===== src/rtl/core/assert_macros.svh =====
// ----------------------------------------------------------------------------
// Assertion macros
// Concurrent assertion wrappers for the RTL; empty under synthesis.
// ----------------------------------------------------------------------------
`ifndef ASSERT_MACROS_SVH
`define ASSERT_MACROS_SVH

`ifndef SYNTHESIS

// Hold expr at every clock edge outside reset.
`define PBJ_ASSERT_ALWAYS(label, clk, rst_n, expr, msg) \
    label: assert property (@(posedge clk) disable iff (!rst_n) (expr)) \
        else $error(msg);

// Require cons in the cycle after ante.
`define PBJ_ASSERT_NEXT(label, clk, rst_n, ante, cons, msg) \
    label: assert property (@(posedge clk) disable iff (!rst_n) (ante) |=> (cons)) \
        else $error(msg);

`else

`define PBJ_ASSERT_ALWAYS(label, clk, rst_n, expr, msg)

`define PBJ_ASSERT_NEXT(label, clk, rst_n, ante, cons, msg)

`endif

`endif


===== src/rtl/core/pbj_pkg.sv =====
// ----------------------------------------------------------------------------
// pbj_pkg
// Shared constants, codes and types of the playback jitter buffer.
// ----------------------------------------------------------------------------
`default_nettype none

package pbj_pkg;

    localparam int PBJ_DEPTH_DEF = 8192;
    localparam int PBJ_CHUNK_DEF = 64;

    localparam int FUNC_W   = 3;
    localparam int SAMPLE_W = 16;
    localparam int TIME_W   = 32;
    localparam int GAIN_W   = 10;
    localparam int MARK_W   = 14;
    localparam int MS_W     = 16;
    localparam int CNT_W    = 16;
    localparam int CFG_IDX_W  = 3;
    localparam int CFG_DATA_W = 16;
    localparam int PROD_W   = SAMPLE_W + GAIN_W + 1;

    localparam int PBJ_SMP_MAX = 32767;
    localparam int PBJ_SMP_MIN = -32768;

    // Request codes
    localparam logic [FUNC_W-1:0] FUNC_PUSH   = 3'd0;
    localparam logic [FUNC_W-1:0] FUNC_DRAIN  = 3'd1;
    localparam logic [FUNC_W-1:0] FUNC_START  = 3'd2;
    localparam logic [FUNC_W-1:0] FUNC_END    = 3'd3;
    localparam logic [FUNC_W-1:0] FUNC_DISC   = 3'd4;
    localparam logic [FUNC_W-1:0] FUNC_QUERY  = 3'd5;

    // Register indexes
    localparam logic [CFG_IDX_W-1:0] REG_GAIN    = 3'd0;
    localparam logic [CFG_IDX_W-1:0] REG_PREBUF  = 3'd1;
    localparam logic [CFG_IDX_W-1:0] REG_REBUF   = 3'd2;
    localparam logic [CFG_IDX_W-1:0] REG_GRACE   = 3'd3;
    localparam logic [CFG_IDX_W-1:0] REG_TAIL    = 3'd4;

    // Register reset values
    localparam logic [GAIN_W-1:0] GAIN_RST   = 10'd256;
    localparam logic [MARK_W-1:0] PREBUF_RST = 14'd2048;
    localparam logic [MARK_W-1:0] REBUF_RST  = 14'd4096;
    localparam logic [MS_W-1:0]   GRACE_RST  = 16'd300;
    localparam logic [MS_W-1:0]   TAIL_RST   = 16'd100;

    typedef struct packed {
        logic mul_en;
        logic sat_en;
    } pbj_scl_ctrl_t;

endpackage

`default_nettype wire


===== src/rtl/core/pbj_scale.sv =====
// ----------------------------------------------------------------------------
// pbj_scale
// Shared gain unit: multiply, then truncate toward zero and saturate.
// ----------------------------------------------------------------------------
`default_nettype none

module pbj_scale import pbj_pkg::*; (
    input  wire logic                        clk,
    input  wire pbj_scl_ctrl_t               ctrl,
    input  wire logic        [SAMPLE_W-1:0]  sample,
    input  wire logic        [GAIN_W-1:0]    gain,
    output logic signed      [SAMPLE_W-1:0]  scaled
);

    localparam logic signed [PROD_W-1:0] MAX_P = PROD_W'(PBJ_SMP_MAX);
    localparam logic signed [PROD_W-1:0] MIN_P = PROD_W'(PBJ_SMP_MIN);
    localparam logic signed [PROD_W-1:0] RND_P = PROD_W'(255);

    logic signed [PROD_W-1:0] smp_ext;
    logic signed [PROD_W-1:0] gain_ext;
    logic signed [PROD_W-1:0] prod_reg;
    logic signed [PROD_W-1:0] adj;
    logic signed [PROD_W-1:0] quo;

    // Widen both operands to the product width before the multiply.
    assign smp_ext  = PROD_W'($signed(sample));
    assign gain_ext = PROD_W'({1'b0, gain});

    always_ff @(posedge clk)
    begin
        if (ctrl.mul_en)
        begin
            prod_reg <= smp_ext * gain_ext;
        end
    end

    // Bias negatives so the arithmetic shift rounds toward zero.
    always_comb
    begin
        adj = prod_reg + (prod_reg[PROD_W-1] ? RND_P : '0);
        quo = adj >>> 8;
    end

    always_ff @(posedge clk)
    begin
        if (ctrl.sat_en)
        begin
            if (quo > MAX_P)
            begin
                scaled <= MAX_P[SAMPLE_W-1:0];
            end
            else if (quo < MIN_P)
            begin
                scaled <= MIN_P[SAMPLE_W-1:0];
            end
            else
            begin
                scaled <= quo[SAMPLE_W-1:0];
            end
        end
    end

endmodule

`default_nettype wire

===== config.mk =====
export PLATFORM = sky130hd
export DESIGN_NAME = pbj_scale
export DESIGN_NICKNAME = d
export VERILOG_FILES = /design/src/rtl/core/assert_macros.svh /design/src/rtl/core/pbj_pkg.sv /design/src/rtl/core/pbj_scale.sv
export SDC_FILE = /design/constraint.sdc
export NUM_CORES = 1
export LEC_CHECK = 0
export BUFFER_PORTS_ARGS = -buffer_cell sky130_fd_sc_hd__buf_2
export CORE_ASPECT_RATIO = 1.1
export CORE_UTILIZATION = 55
export DETAILED_ROUTE_END_ITERATION = 12
export PLACE_DENSITY = 0.85
export RECOVER_POWER = 25
export SETUP_SLACK_MARGIN = 0.1
export SLEW_MARGIN = 10
export SYNTH_ARGS = -nofsm -noshare
export SYNTH_HDL_FRONTEND = slang
export SYNTH_SLANG_ARGS = --single-unit

===== constraint.sdc =====
create_clock -name clk -period 6.4 [get_ports clk]
set_input_delay 0.64 -clock clk [delete_from_list [all_inputs] [get_ports clk]]
set_output_delay 0.64 -clock clk [all_outputs]
set_load 0.03 [all_outputs]

==> metrics.cfg, run 1 <==
[outcome]
status=completed

[finish]
nFillCells=1183
final_layout_size_suffix_gt1_share_pct=6.76
syn_to_final_growth_pct=6.25
layout_commonest_cell=inv_1
nets=1114
final_util_pct=60.7
largest_reg_flops=27
antenna_cells=0
layout_common_cells=inv_1, fa_1, nand2_1, and2_1, ha_1
final_cells=1061

[worst_setup_path]
crit_fanout=16
crit_required_ns=6.42
critPathMaxStageDelay_ns=0.55
slowest_stage=fa_1
startpoint=gain[5]
critPathArrivalTime_ns=5.89
critPathKind=in2reg
cp-start-kind=input pin
critical-path-top-delay-family=adder cells
reg2reg_from=prod_reg[26]
endpoint_kind=flip-flop
crit_path_frequent_cell=fa_1
crit_chain=buf_2, nand2_1, fa_1, inv_1, fa_1, fa_1, fa_1, inv_1, fa_1, inv_1, ha_1, and4_1, nand4_1, a211oi_1, o31ai_1, a21oi_1, a2111oi_0, buf_4, a21oi_1, xor2_1
worst-path-buf-inv=5

[pwr]
cellPowerDensity_nw_per_um2=512
power_mw=4.34
p_leak_nw=4.21
peakVddDrop_v=0.000240

[grt]
grt_pass1_vias=5547
grt_max_degree=28
antenna_found_initial=0
grt.busiest_layer=met2
overflow=0
met2_usage_pct=35.3
grtUsageMet1_pct=29.7
use_met3_pct=2.27
grt_pass1_wl_mm=25.1
grt.total_usage_pct=21.2

[logic_synthesis]
synth-edff-count=43
ys_ff_latch=43
yosys-top-cells-area=fa_1, edfxtp_1, ha_1
netlist_area_sq_um=7970
yosysTopAreaCell=fa_1
synthArstFlopShare_pct=0
synth_nets=1088
yosys_warnings=0
synth_compound_area_share_pct=6.72
synth_top_family_by_area=adder cells
synthAdderAreaFrac_pct=47.1
synth_cells=846
syn_avg_cell_area_sq_um=9.42
synth_cell_types=43
synthMuxAreaShare_pct=0
seq_area_frac_synth_pct=16.2
synth_top_area_share_pct=36.4
yosys.area_share.simple_pct=14.3
synth_ff_type=edfxtp_1
synth_xor_area_share_pct=4.50

[placement]
io_buffer_count=44
dp_hpwl_mm=12.2
dp_cells=1053
gp_congestion=0.877

[routing]
wl_per_cell_um=13.2
ant_nets=0
first_iter_violations=202
drc=0
vias=5368
drtPass1Iterations=8
wl_mm=14.0
via_per_inst=5.06

[floorplan]
fp.coreArea_sq_um=14000
chipHeight_um=128
die-area_sq_um=15000
die_x_um=117
ios=45
initial_core_util_pct=57.1
rows=45

[cts]
ctsHoldBuffers=0
h-tree-depth=2
cts_sinks=43
cts_resized=0
clk_latency_ns=0.28
cts_root_buffer=clkbuf_16
cts_tree=built
cts.clk_slew.worst_paths_ns=0.05
cts_max_path_buffers=2
cts-buffers-inserted=5
post-cts-setup-buffer-count=0

[timing]
skew_ns=0.00640
hold_violations=0
rsz0062_at_grt=no
timing.final.crit_share_pct=91.6
slew_headroom_pct=10.3
maxSlewViolCount=0
tightestPinTransition_ns=1.35
clock.fmax_mhz=171
holdWs_ns=0.654
fin_crit_ns=5.86
tns_ns=0
setup_violations=0

[min_path]
hold_path.class=reg2reg
min-delay-start=prod_reg[13]

[flow_run]
maxCapViolations=0

[worst min-delay path: stages, from the launching register on]
cell and delay (ns):
edfxtp_1 0.36, xor2_1 0.07, o21ai_1 0.10
[routing by layer]
metal / up-vias / part of all wire, %
met3: 11 / 6.4
met4: 0 / 1.1
met5: - / 0
li1: 2624 / -
met2: 169 / 48
met1: 2564 / 45
[logic make-up after synthesis]
logic type | Yosys count
adders and majority gates | 213
and+or+nand+nor | 227
xor gates and xnor gates | 41
buffers and inverters | 235
DFF | 43
AOI/OAI and AO/OA | 87
[layout make-up]
type | count | area (sq um) | share of cell area, %
multi-input cells | 568 | 5790 | 68.4
flip-flops and latches | 43 | 1290 | 15.2
well taps | 188 | 235 | 2.78
clock inverters | 2 | 12.5 | 0.148
clock buffers | 6 | 129 | 1.52
inverters | 208 | 781 | 9.22
repair buffers | 46 | 231 | 2.73
[synth_stat cells (all sizes together), types with 6 or more instances]
library cell,count
nor2,9
a211oi,6
and2,72
fa,145
nand2,107
xnor2,23
clkbuf,25
xor2,18
edfxtp,43
a21oi,24
o21ai,30
o21a,6
nand3,8
inv,208
ha,68
a21o,6
[report_power, final]
group / switching, mW / internal [mW] / total (mW)
clock network: 0.0911 / 0.143 / 0.235
registers: 0.0744 / 0.642 / 0.717
logic: 1.90 / 1.49 / 3.39
[stage by stage]
| stage | setup slack (ns) | cell area [sq um] |
|---|---|---|
| 4_1_cts | 0.567 | 8470 |
| 5_1_grt | 0.218 | 8470 |
| 3_3_place_gp | 0.339 | 8330 |
| 6_report | 0.538 | 8470 |
| 3_5_place_dp | 0.272 | 8330 |
| 2_1_floorplan | 0.423 | 7970 |
[worst paths after layout]
path                   to  slack, ns  cells past startpoint
max          prod_reg[25]       0.54                     20
min             scaled[5]       0.65                      2
max reg2reg     scaled[7]       3.12                      9
min reg2reg     scaled[5]       0.65                      2
Note: power is estimated with default switching activity, not from simulation.
==> run 2, diff against run 1 <==
- MAX_ROUTING_LAYER: default -> met4
==> metrics.cfg, run 2 (synthesis gave the netlist of run 1 again) <==
[outcome]
status=completed  ; unchanged

[worst_setup_path]
endpoint_kind=flip-flop  ; unchanged
crit_required_ns=6.42  ; about the same
crit_path_frequent_cell=fa_1  ; unchanged
cp-start-kind=input pin  ; unchanged
critPathKind=in2reg  ; unchanged
crit_chain=buf_2, nand2_1, fa_1, inv_1, fa_1, fa_1, fa_1, inv_1, fa_1, inv_1, ha_1, and4_1, nand4_1, a211oi_1, o31ai_1, a21oi_1, a2111oi_0, buf_4, a21oi_1, xor2_1  ; unchanged
critPathMaxStageDelay_ns=0.55  ; about the same
crit_fanout=16  ; unchanged
critPathArrivalTime_ns=5.89  ; about the same
slowest_stage=fa_1  ; unchanged

[floorplan]
die_x_um=117  ; unchanged
ios=45  ; unchanged
initial_core_util_pct=57.1  ; unchanged
die-area_sq_um=15000  ; unchanged
rows=45  ; unchanged
fp.coreArea_sq_um=14000  ; unchanged
chipHeight_um=128  ; unchanged

[finish]
final_layout_size_suffix_gt1_share_pct=6.76  ; unchanged
fin_area_sq_um=8470  ; unchanged
antenna_cells=0  ; unchanged
final_cells=1061  ; unchanged
layout_common_cells=inv_1, fa_1, nand2_1, and2_1, ha_1  ; unchanged
syn_to_final_growth_pct=6.25  ; unchanged
largest_reg_flops=27  ; unchanged
layout_commonest_cell=inv_1  ; unchanged
nFillCells=1183  ; unchanged
nets=1114  ; unchanged

[cts]
cts.clk_slew.worst_paths_ns=0.05  ; about the same
post-cts-setup-buffer-count=0  ; unchanged
clk_latency_ns=0.28  ; about the same
cts_resized=0  ; unchanged
h-tree-depth=2  ; unchanged
cts_sinks=43  ; unchanged
ctsHoldBuffers=0  ; unchanged
cts_max_path_buffers=2  ; unchanged
cts_root_buffer=clkbuf_16  ; unchanged
cts-buffers-inserted=5  ; unchanged
cts_tree=built  ; unchanged

[timing]
slew_headroom_pct=9.07  ; was 10.3%
tns_ns=0  ; unchanged
rsz0062_at_grt=no  ; unchanged
tightestPinTransition_ns=1.36  ; was 1.35 ns
skew_ns=0.00531  ; was 0.00640 ns
fin_crit_ns=5.87  ; was 5.86 ns
timing.final.crit_share_pct=91.7  ; was 91.6%
clock.fmax_mhz=170  ; was 171 MHz
hold_violations=0  ; unchanged
maxSlewViolCount=0  ; unchanged
setup_violations=0  ; unchanged

[pwr]
cellPowerDensity_nw_per_um2=512  ; about the same
p_leak_nw=4.21  ; unchanged
peakVddDrop_v=0.000240  ; about the same

[routing]
drtPass1Iterations=5  ; was 8
wl_mm=14.1  ; was 14.0 mm
ant_nets=0  ; unchanged
via_per_inst=5.10  ; was 5.06
vias=5410  ; was 5368
drc=0  ; unchanged
first_iter_violations=214  ; was 202
wl_per_cell_um=13.2  ; about the same

[grt]
grt_max_degree=28  ; unchanged
overflow=0  ; unchanged
grt_pass1_wl_mm=25.1  ; about the same
antenna_found_initial=0  ; unchanged
grt_pass1_vias=5534  ; was 5547
grt.total_usage_pct=21.9  ; was 21.2%

[placement]
dp_hpwl_mm=12.2  ; unchanged
placed_area_sq_um=8330  ; unchanged
dp_cells=1053  ; unchanged
gp_congestion=0.891  ; was 0.877
io_buffer_count=44  ; unchanged

[min_path]
hold_path.class=reg2reg  ; unchanged

[flow_run]
maxCapViolations=0  ; unchanged

## run 2: worst max-delay path: cells and delay by family
family,cells,cell delay [ns]
xor gates and xnor gates,1,0.09
adders and majority gates,6,3.00
AOI/OAI and AO/OA,5,1.06
and+or+nand+nor,3,0.49
buffers and inverters,5,0.60
## run 2: path summary, 6_finish.rpt
kind                     start      endpoint  slack [ns]  depth (start not counted)
setup / recovery       gain[5]  prod_reg[25]        0.53                         20
hold / removal    prod_reg[13]     scaled[5]        0.65                          2
setup reg to reg  prod_reg[26]     scaled[7]        3.12                          9
hold reg to reg   prod_reg[13]     scaled[5]        0.65                          2
## run 2: power by group
| group | switching (mW) | internal [mW] | leakage, nW |
|---|---|---|---|
| clock | 0.0902 | 0.143 | 0.0669 |
| sequential | 0.0746 | 0.642 | 0.417 |
| combinational | 1.90 | 1.49 | 3.73 |
## run 2: cell type report
type | count | area [sq um] | share of cell area, %
inverters | 208 | 781 | 9.22
well taps | 188 | 235 | 2.78
clock inverters | 2 | 12.5 | 0.148
clock buffers | 6 | 129 | 1.52
repair buffers | 46 | 231 | 2.73
flip-flops and latches | 43 | 1290 | 15.2
multi-input cells | 568 | 5790 | 68.4
## run 2: layer usage
metal | track usage [%] | up-vias | part of all wire [%]
li1 | - | 2626 | -
met1 | 29.8 | 2606 | 45
met2 | 35.3 | 161 | 48
met3 | 2.41 | 17 | 5.8
met4 | 5.14 | 0 | 1.1
met5 | - | - | 0
## run 2: metrics by stage
stage	hold slack [ns]	power [mW]	worst slack (ns)	util [%]
floorplan	0.608	3.43	0.423	-
global placement	0.635	4.00	0.339	59.7
detailed placement	0.641	4.11	0.272	59.7
CTS	0.658	4.36	0.567	60.7
global route	0.723	4.90	0.220	60.7
finish	0.654	4.34	0.531	60.7
==> run 3, diff against run 2 <==
- PLACE_DENSITY: 0.85 -> 0.76
==> metrics.cfg, run 3 (synthesis gave the netlist of run 1 again) <==
[routing]
wl_mm=14.3  ; was 14.1 mm
ant_nets=0  ; unchanged
vias=5336  ; was 5410
drtPass1Iterations=4  ; was 5
wl_per_cell_um=13.5  ; was 13.2 um
via_per_inst=5.03  ; was 5.10
drc=0  ; unchanged
first_iter_violations=242  ; was 214

[worst_setup_path]
reg2reg_from=prod_reg[26]  ; unchanged
r2r-end=scaled[1]  ; was scaled[7]
critPathArrivalTime_ns=5.88  ; was 5.89 ns
crit_required_ns=6.43  ; was 6.42 ns
cp-start-kind=input pin  ; unchanged
endpoint_kind=flip-flop  ; unchanged
critPathKind=in2reg  ; unchanged
r2r_slack_ns=3.10  ; was 3.12 ns
crit_fanout=16  ; unchanged
r2r_cells=9  ; unchanged

[pwr]
p_leak_nw=4.22  ; was 4.21 nW
switchingPower_mw=2.07  ; was 2.06 mW
p_int_mw=2.27  ; about the same
cellPowerDensity_nw_per_um2=512  ; about the same
clock_power_share_pct=5.2  ; was 5.4%
peakVddDrop_v=0.000257  ; was 0.000240 V
combPwrFrac_pct=78.2  ; was 78.1%
switching_share_pct=47.7  ; was 47.6%
pwr-share-seq_pct=16.5  ; about the same

[timing]
hold_violations=0  ; unchanged
rsz0062_at_grt=no  ; unchanged
worst_slack_ns=0.553  ; was 0.531 ns
fin_crit_ns=5.85  ; was 5.87 ns
clock.fmax_mhz=171  ; was 170 MHz
slew_headroom_pct=13.7  ; was 9.07%
tightestPinTransition_ns=1.29  ; was 1.36 ns
tns_ns=0  ; unchanged
maxSlewViolCount=0  ; unchanged
timing.final.crit_share_pct=91.4  ; was 91.7%
setup_violations=0  ; unchanged
holdWs_ns=0.650  ; was 0.654 ns
skew_ns=0.00233  ; was 0.00531 ns

[floorplan]
die-area_sq_um=15000  ; unchanged
chipHeight_um=128  ; unchanged
fp.coreArea_sq_um=14000  ; unchanged
ios=45  ; unchanged
die_x_um=117  ; unchanged
rows=45  ; unchanged
initial_core_util_pct=57.1  ; unchanged

[grt]
grt_pass1_vias=5463  ; was 5534
antenna_found_initial=0  ; unchanged
grt_pass1_wl_mm=25.5  ; was 25.1 mm
grt_max_degree=28  ; unchanged
grt.total_usage_pct=22.5  ; was 21.9%
overflow=0  ; unchanged

[placement]
gp_congestion=0.886  ; was 0.891
placed_area_sq_um=8340  ; was 8330 sq um
place_ws_ns=0.257  ; was 0.272 ns
dp_hpwl_mm=12.2  ; about the same
io_buffer_count=44  ; unchanged

[min_path]
hold_path.class=reg2reg  ; unchanged
whs_path_depth=2  ; unchanged
min-delay-start=prod_reg[13]  ; unchanged
worst_hold_path.endpoint=scaled[5]  ; unchanged

[cts]
cts_resized=0  ; unchanged
cts_tree=built  ; unchanged
post-cts-setup-buffer-count=0  ; unchanged
h-tree-depth=2  ; unchanged
clk_latency_ns=0.28  ; about the same
cts_max_path_buffers=2  ; unchanged
cts_root_buffer=clkbuf_16  ; unchanged
ctsHoldBuffers=0  ; unchanged
cts_sinks=43  ; unchanged
cts.clk_slew.worst_paths_ns=0.05  ; about the same
cts-buffers-inserted=5  ; unchanged

[finish]
layout_commonest_cell=inv_1  ; unchanged
largest_reg_flops=27  ; unchanged
syn_to_final_growth_pct=6.25  ; unchanged
layout_common_cells=inv_1, fa_1, nand2_1, and2_1, ha_1  ; unchanged
fin_area_sq_um=8470  ; unchanged
final_layout_size_suffix_gt1_share_pct=6.76  ; unchanged
antenna_cells=0  ; unchanged
nets=1115  ; was 1114
nFillCells=1256  ; was 1183

[flow_run]
maxCapViolations=0  ; unchanged

[outcome]
status=completed  ; unchanged

-- run 3: per-stage QoR --
step                instances  util, %  power, mW
floorplan                 846        -       3.43
global placement         1054     59.7       4.04
detailed placement       1054     59.7       4.12
CTS                      1061     60.7       4.37
global route             1061     60.7       4.89
finish                   1061     60.7       4.34
-- run 3: per-layer routing --
metal	global-route usage, %	vias to the layer above	share of wire, %
met5	-	-	0
met4	3.95	0	0.75
met3	2.51	8	5.2
met2	36.1	153	47
met1	31.5	2545	47
li1	-	2630	-
-- run 3: cell type report --
type	count	area (sq um)	share of cell area, %
flip-flops and latches	43	1290	15.2
repair buffers	47	239	2.82
well taps	188	235	2.78
inverters	208	781	9.22
multi-input cells	568	5790	68.4
clock inverters	2	8.76	0.103
clock buffers	5	125	1.48
-- run 3: power by group through the flow --
stage | clock, mW | sequential [mW] | combinational [mW]
detailed placement | 0 | 0.724 | 3.40
floorplan | 0 | 0.807 | 2.62
finish | 0.227 | 0.717 | 3.39
global placement | 0 | 0.719 | 3.33
CTS | 0.233 | 0.719 | 3.41
global route | 0.242 | 0.739 | 3.91
-- run 3: worst max path at each step --
stage	start	to	slack [ns]	depth (start not counted)
floorplan	gain[5]	prod_reg[25]	0.42	19
global placement	gain[7]	prod_reg[25]	0.32	20
detailed placement	gain[5]	prod_reg[25]	0.26	20
CTS	gain[7]	prod_reg[25]	0.55	20
global route	gain[7]	prod_reg[24]	0.27	20
finish	gain[7]	prod_reg[25]	0.55	20
-- run 3: worst max-delay path, cell delays in order --
cell       delay, ns
buf_2           0.27
nand2_1         0.13
fa_1            0.54
inv_1           0.05
fa_1            0.46
fa_1            0.53
fa_1            0.55
inv_1           0.06
fa_1            0.52
inv_1           0.04
ha_1            0.38
and4_1          0.26
nand4_1         0.11
a211oi_1        0.09
o31ai_1         0.31
a21oi_1         0.15
a2111oi_0       0.39
buf_4           0.19
a21oi_1         0.06
xor2_1          0.13
